File: src/hdl/vcs_pkg.sv
// Shared types and constants of the velocity command shaper.
// No dependencies; every other file imports this package.
`timescale 1ns / 1ps

package vcs_pkg;

  // Defaults of the top-level parameters
  localparam int unsigned VCS_DEFAULT_TICK = 500;
  localparam int unsigned VCS_VEL_WIDTH    = 16;

  // Quotient bits of the alpha and ratio division
  localparam int unsigned DIV_BITS = 16;

  // Item command codes
  localparam logic CMD_SET_TARGET = 1'b0;
  localparam logic CMD_TICK       = 1'b1;

  // Configuration register indexes
  localparam int unsigned CFG_IDX_W = 3;
  localparam logic [CFG_IDX_W-1:0] CFG_SMOOTH_EN   = 3'd0;
  localparam logic [CFG_IDX_W-1:0] CFG_RAMP_EN     = 3'd1;
  localparam logic [CFG_IDX_W-1:0] CFG_TAU_LIN     = 3'd2;
  localparam logic [CFG_IDX_W-1:0] CFG_TAU_ANG     = 3'd3;
  localparam logic [CFG_IDX_W-1:0] CFG_RAMP_T_LIN  = 3'd4;
  localparam logic [CFG_IDX_W-1:0] CFG_RAMP_T_ANG  = 3'd5;
  localparam logic [CFG_IDX_W-1:0] CFG_MAX_LIN     = 3'd6;
  localparam logic [CFG_IDX_W-1:0] CFG_MAX_ANG     = 3'd7;
  localparam int unsigned CFG_DATA_W = 16;

  // Register reset values
  localparam logic [15:0] TAU_LIN_RST    = 16'd3000;
  localparam logic [15:0] TAU_ANG_RST    = 16'd2000;
  localparam logic [15:0] RAMP_T_LIN_RST = 16'd6000;
  localparam logic [15:0] RAMP_T_ANG_RST = 16'd6000;
  localparam logic [14:0] MAX_LIN_RST    = 15'd6554;
  localparam logic [14:0] MAX_ANG_RST    = 15'd13107;

  // Shortest ramp time, 10 ms in 100 us units
  localparam logic [15:0] RAMP_T_MIN = 16'd100;

  typedef enum logic [2:0] {
    S_IDLE,
    S_DIV,
    S_MUL_F,
    S_UPD_F,
    S_MUL_R,
    S_UPD_R,
    S_WRITE
  } vcs_state_e;

  // Commands from the controller to the datapath
  typedef struct packed {
    logic store_target;
    logic tick_start;
    logic div_step;
    logic mul_filter;
    logic upd_filter;
    logic mul_ramp;
    logic upd_ramp;
    logic load_out;
  } vcs_cmd_t;

endpackage

File: src/hdl/vcs_ctrl.sv
// Controller of the velocity command shaper: item handshake, tick sequence
// and result valid flag. Depends on vcs_pkg.
`timescale 1ns / 1ps

module vcs_ctrl import vcs_pkg::*; (
  input  logic     clk_i,
  input  logic     rst_ni,
  input  logic     in_valid_i,
  output logic     in_ready_o,
  input  logic     cmd_i,
  output logic     out_valid_o,
  input  logic     out_ready_i,
  input  logic     div_done_i,
  output vcs_cmd_t cmd_o
);

  vcs_state_e state_q, state_d;
  logic       out_valid_q, out_valid_d;

  always_ff @(posedge clk_i or negedge rst_ni) begin
    if (!rst_ni) begin
      state_q     <= S_IDLE;
      out_valid_q <= 1'b0;
    end else begin
      state_q     <= state_d;
      out_valid_q <= out_valid_d;
    end
  end

  always_comb begin
    state_d    = state_q;
    cmd_o      = '0;
    in_ready_o = 1'b0;
    unique case (state_q)
      S_IDLE: begin
        in_ready_o = 1'b1;
        if (in_valid_i) begin
          if (cmd_i == CMD_TICK) begin
            cmd_o.tick_start = 1'b1;
            state_d          = S_DIV;
          end else begin
            cmd_o.store_target = 1'b1;
          end
        end
      end
      S_DIV: begin
        cmd_o.div_step = 1'b1;
        if (div_done_i) state_d = S_MUL_F;
      end
      S_MUL_F: begin
        cmd_o.mul_filter = 1'b1;
        state_d          = S_UPD_F;
      end
      S_UPD_F: begin
        cmd_o.upd_filter = 1'b1;
        state_d          = S_MUL_R;
      end
      S_MUL_R: begin
        cmd_o.mul_ramp = 1'b1;
        state_d        = S_UPD_R;
      end
      S_UPD_R: begin
        cmd_o.upd_ramp = 1'b1;
        state_d        = S_WRITE;
      end
      S_WRITE: begin
        // hold until the result register is free
        if (!out_valid_q || out_ready_i) begin
          cmd_o.load_out = 1'b1;
          state_d        = S_IDLE;
        end
      end
      default: state_d = S_IDLE;
    endcase
  end

  assign out_valid_d = cmd_o.load_out | (out_valid_q & ~out_ready_i);
  assign out_valid_o = out_valid_q;

  a_no_overwrite: assert property (@(posedge clk_i) disable iff (!rst_ni)
    cmd_o.load_out |-> (!out_valid_q || out_ready_i))
    else $error("result register overwritten while still full");

  a_done_in_div: assert property (@(posedge clk_i) disable iff (!rst_ni)
    div_done_i |-> (state_q == S_DIV))
    else $error("divider done outside the divide phase");

  a_tick_starts: assert property (@(posedge clk_i) disable iff (!rst_ni)
    (in_valid_i && in_ready_o && cmd_i == CMD_TICK) |=> (state_q == S_DIV))
    else $error("accepted tick did not start the divide phase");

  a_target_stays_idle: assert property (@(posedge clk_i) disable iff (!rst_ni)
    (in_valid_i && in_ready_o && cmd_i == CMD_SET_TARGET) |=> (state_q == S_IDLE))
    else $error("set_target left the idle state");

  a_ramp_then_write: assert property (@(posedge clk_i) disable iff (!rst_ni)
    (state_q == S_UPD_R) |=> (state_q == S_WRITE))
    else $error("ramp update not followed by result write");

endmodule

File: config.mk
export PLATFORM = sky130hd
export DESIGN_NAME = vcs_ctrl
export DESIGN_NICKNAME = d
export VERILOG_FILES = /design/src/hdl/vcs_pkg.sv /design/src/hdl/vcs_ctrl.sv
export SDC_FILE = /design/constraint.sdc
export NUM_CORES = 1
export LEC_CHECK = 0
export BUFFER_PORTS_ARGS = -buffer_cell sky130_fd_sc_hd__buf_4
export CORE_AREA = 2 2 39 41
export DETAILED_ROUTE_END_ITERATION = 12
export DIE_AREA = 0 0 41 43
export GPL_ROUTABILITY_DRIVEN = 0
export GPL_TIMING_DRIVEN = 0
export SYNTH_ARGS = -nofsm -noshare
export SYNTH_HDL_FRONTEND = slang
export SYNTH_SLANG_ARGS = --single-unit
File: constraint.sdc
create_clock -name clk_i -period 1.9 [get_ports clk_i]
set_input_delay 0.19 -clock clk_i [delete_from_list [all_inputs] [get_ports clk_i]]
set_output_delay 0.19 -clock clk_i [all_outputs]
set_load 0.01 [all_outputs]
==> results.ini, run 1 <==
[worst_setup_path]
worstRegToRegCells = 4
cp-start-kind = register
cp-end-kind = primary output
r2r-start = state_q[2]
required_ps = 1710
timing.critical_path.buf_inv = 1
cp_max_fo = 8
cp.arrival_ps = 1280
critPathMaxStageDelay_ps = 450
criticalPathCategory = register to primary output
endpoint = cmd_o[0]
path_cells = nand2b_2, nor3b_1, buf_4
rr_endpoint = state_q[0]
path_depth = 3
cpMaxStageDelayCell = dfrtp_1
reg2reg_slack_ps = 820
critical_path.top_delay_family = flip-flops
startpoint = state_q[0]

[clock_tree]
cts_buffer_depth = 2
cts_buffers = 3
clk_pin_slew_ps = 40
cts_tree = built
clkSinkCount = 4
h-tree-depth = 1
insertion_delay_ps = 240
clockRootBuffer = clkbuf_4
ctsResizeCount = 0

[logic_synthesis]
ys.warnings.count = 0
avgSynthCellArea_um2 = 8.40
netlist_area_um2 = 260
synth-seq-area-share_pct = 38.5
synth_top_area_cell = dfrtp_1
yosys.area_share.simple_pct = 39.4
syn-num-nets = 37
synth_top_family_by_area = simple AND/OR/NAND/NOR gates
synthDominantCellAreaShare_pct = 38.5
synthMuxAreaShare_pct = 0
syn-instance-count = 31
synthTopCellsByArea = dfrtp_1 (38%), a21o_1 (5.8%), nor2_1 (5.8%)
synth_fa_ha_area_share_pct = 0
ys_types = 20
synth_xor_xnor_area_share_pct = 0
ys_ff_latch = 4
synth_compound_area_share_pct = 16.8

[flow_run]
drv_cap = 0

[global_route]
grt_pass1_vias = 264
antenna_found_initial = 0
grt_pass1_wl_um = 1100
grtUsageTotal_pct = 10.5
overflow = 0
grt_max_degree = 11

[placement]
place_hpwl_um = 476
pre_cts_ws_ps = 678
io_buffer_count = 15

[sta]
setup_violations = 0
rsz0062_at_grt = no
tightestPinTransition_ps = 231
drv_slew = 0
min_period_over_period_pct = 77.6
timing.final.ws_setup_ps = 426
fin_skew_ps = 0.116
setup_tns_ps = 0
slew_headroom_pct = 84.6
finalHoldViolCount = 0
period_needed_ps = 1470
max_freq_mhz = 678

[die]
std_cell_rows = 14
coreArea_um2 = 1380
ios = 16
die-area_um2 = 1760
die_x_um = 41
dieHeight_um = 43
start_util_pct = 18.8

[detailed_routing]
drt_iter0_markers = 4
ant_nets = 0
wire_per_inst_um = 9.82
viasPerCell = 4.23
drcViolationCount = 0
first_pass_iters = 4
wl_um = 648
vias = 279

[cells_and_area]
drive_above_1_share_pct = 50.0
layout_common_cells = buf_4 (15), nor2_1 (4), dfrtp_1 (4)
fin_util_pct = 30.7
nNetsFinal = 58
layout_commonest_cell = buf_4
area_growth_pct = 63.5
antennaDiodeCount = 0

[status]
status = completed

[power_and_ir_drop]
cellPowerDensity_nw_per_um2 = 1480
leakage_nw = 0.228
power_mw = 0.630
ir_worst_vdd_uv = 553

[worst_hold_path]
holdCritPathClass = input port to asynchronous set/reset pin

[worst register-to-register path: stages (launching register included)]
cell     delay (ps)
dfrtp_1         340
buf_2           170
a21oi_1         130
nor3_1           60
a211o_1         260
[synthesized netlist by cell type]
master	count
dfrtp_1	4
nand2b_1	1
buf_2	2
and2_1	1
a21oi_1	2
o21ai_0	1
o21ai_1	1
and3_1	1
nor2_2	1
a211o_1	1
nand2b_2	1
nand2_1	1
nor3_2	1
nor2b_1	1
nor3b_1	2
a21o_1	2
nor2b_2	1
inv_2	1
nor3_1	2
nor2_1	4
[report_power, final]
group | total [mW] | switching, mW | internal, mW
registers | 0.148 | 0.0273 | 0.121
clock network | 0.109 | 0.0385 | 0.0709
logic | 0.373 | 0.187 | 0.186
total | 0.630 | 0.253 | 0.378
[stage by stage]
| step | cell area (um2) | hold slack, ps | cells |
|---|---|---|---|
| detailed placement | 393 | -11.1 | 62 |
| global placement | 393 | -13.1 | 62 |
| floorplan | 260 | -106 | 31 |
| global route | 425 | 304 | 66 |
| finish | 425 | 282 | 66 |
| CTS | 425 | 285 | 66 |
[repair_timing]
item	4_1_cts	5_1_grt
hold endpoints to repair	4	0
buffers inserted	0	0
hold buffers	1	0
[worst min-delay path by stage]
stage,start,to,cells after the start
floorplan,rst_ni,out_valid_o,0
global placement,rst_ni,state_q[2],1
detailed placement,rst_ni,state_q[2],1
CTS,rst_ni,state_q[1],2
global route,rst_ni,state_q[2],2
finish,rst_ni,state_q[1],2
[metal layers]
metal | GRT usage [%] | part of all wire (%) | up-vias
li1 | - | - | 145
met1 | 12.0 | 44 | 120
met2 | 11.6 | 43 | 10
met3 | 3.14 | 5.1 | 4
met4 | 16.0 | 7.4 | 0
met5 | 0 | 0 | -
[state kept, by name, summed over array words and instances, names as in the netlist]
signal	count
out_valid_o	1
state_q	3
[final cells by class]
cell class	count	area, um2
fill	160	958
multi-input combinational	24	146
timing repair buffer	16	123
sequential	4	100
clock buffer	3	22.5
tap	16	20.0
buffer	2	10.0
inverter	1	3.75
[cells by family after synthesis]
| kind of cell | Yosys count |
|---|---|
| compound gates | 7 |
| flops | 4 |
| buf+inv | 3 |
| simple gates | 17 |
(Power assumes the default switching activity.)
==> inputs of run 2 (changes only) <==
==> constraint.sdc (replaced) <==
create_clock -name clk_i -period 1.39 [get_ports clk_i]
set_input_delay 0.139 -clock clk_i [delete_from_list [all_inputs] [get_ports clk_i]]
set_output_delay 0.139 -clock clk_i [all_outputs]
set_load 0.01 [all_outputs]
==> results.ini, run 2 (synthesis results as in run 1) <==
[status]
status = completed

[power_and_ir_drop]
power_mw = 0.996
pwr-share-comb_pct = 64.5
cellPowerDensity_nw_per_um2 = 2070
ir_worst_vdd_uv = 782
power_frac_clock_pct = 15.1
switching_share_pct = 38.6
leakage_nw = 0.253
p_int_mw = 0.611
seqPwrFrac_pct = 20.4
switching_power_mw = 0.384

[placement]
pre_cts_ws_ps = 219
io_buffer_count = 15
place_hpwl_um = 476

[sta]
slew_headroom_pct = 88.2
setup_violations = 0
drv_slew = 0
min_period_over_period_pct = 97.9
tightestPinTransition_ps = 176
period_needed_ps = 1360
finalHoldViolCount = 0
fin_skew_ps = 0.920
max_freq_mhz = 735
rsz0062_at_grt = yes
timing.final.ws_setup_ps = 28.8

[die]
coreArea_um2 = 1380
ios = 16
die-area_um2 = 1760
dieHeight_um = 43
start_util_pct = 18.8
die_x_um = 41
std_cell_rows = 14

[detailed_routing]
vias = 296
drcViolationCount = 0
drt_iter0_markers = 1
wire_per_inst_um = 9.89
ant_nets = 0
wl_um = 692
first_pass_iters = 3
viasPerCell = 4.23

[cells_and_area]
layout_common_cells = buf_4 (20), nor2_1 (4), clkbuf_4 (3), dfrtp_1 (3)
nNetsFinal = 62
n_fill_cell = 155
antennaDiodeCount = 0
top_register = state_q
area_growth_pct = 85.1
drive_above_1_share_pct = 59.3
layout_commonest_cell = buf_4
largest_register_ffs = 3

[clock_tree]
clk_pin_slew_ps = 40
h-tree-depth = 1
clockRootBuffer = clkbuf_4
cts_buffers = 3
insertion_delay_ps = 240
cts_buffer_depth = 2
clkSinkCount = 4
cts_tree = built

[flow_run]
drv_cap = 0

[global_route]
grt_pass1_wl_um = 1130
grt_pass1_vias = 279
antenna_found_initial = 0
grtUsageTotal_pct = 10.7
grt_max_degree = 11
overflow = 0

[worst_hold_path]
holdCritPathClass = input port to asynchronous set/reset pin

[worst_setup_path]
cp.arrival_ps = 1220
cp_max_fo = 6
cp-start-kind = register
cp-end-kind = primary output
required_ps = 1250
criticalPathCategory = register to primary output

==> run 2: cell count changes in the layout (fill, tap and decap cells not counted), moves of 2 or more <==
cell | before | now
buf_2 | 2 | 0
buf_4 | 15 | 20
nor3b_1 | 2 | 0
nor3b_2 | 0 | 2
==> run 2: final cells by class <==
cell class,count,area [um2],share of cell area (%)
clock buffers,3,22.5,4.68
inverters,1,3.75,0.779
repair buffers,20,153,31.7
well taps,16,20.0,4.16
multi-input cells,24,163,33.8
plain buffers,2,18.8,3.90
flip-flops and latches,4,101,21.0
==> run 2: final timing paths <==
check | from | end | slack, ps | cells past startpoint
min in group clk_i | out_ready_i | out_valid_o | 240 | 3
min reg2reg | out_valid_o | out_valid_o | 570 | 2
max reg2reg | state_q[2] | state_q[0] | 220 | 5
max in group asynchronous | rst_ni | state_q[0] | 1050 | 2
min | rst_ni | state_q[2] | 230 | 2
max | state_q[2] | cmd_o[7] | 30 | 5
==> run 2: critical path, stage by stage, from the launching register on <==
cell and delay (ps):
dfrtp_1 360, buf_6 130, nor3_4 180, nand2_1 70, nor2_1 110, buf_4 130
==> run 2: routing by layer <==
layer	part of all wire, %	GRT usage (%)	vias up
met5	0	0	-
met4	7.1	16.0	0
met3	4.5	3.14	4
met2	47	12.8	10
met1	41	11.4	131
li1	-	-	151
==> run 2: power groups by stage <==
| stage | registers, mW | clock network [mW] | logic (mW) |
|---|---|---|---|
| 6_report | 0.203 | 0.150 | 0.642 |
| 5_1_grt | 0.209 | 0.163 | 0.704 |
| 4_1_cts | 0.201 | 0.152 | 0.573 |
| 3_5_place_dp | 0.202 | 0 | 0.512 |
| 3_3_place_gp | 0.201 | 0 | 0.509 |
| 2_1_floorplan | 0.199 | 0 | 0.316 |
==> run 2: repair_timing <==
item                       4_1_cts  5_1_grt
gates cloned                     0        0
setup buffers                    1        3
pin swaps                        0        3
setup endpoints to repair        3        6
hold buffers                     1        0
hold endpoints to repair         4        0
resized for setup                3        5
==> run 2: per-stage QoR <==
stage	instance area, um2	cells	hold WS [ps]	utilization [%]	TNS [ps]
2_1_floorplan	260	31	-157	-	0
3_3_place_gp	393	62	-64.1	28.4	0
3_5_place_dp	393	62	-62.1	28.4	0
4_1_cts	443	67	234	32.0	0
5_1_grt	482	70	253	34.8	-88.2
6_report	482	70	229	34.8	0
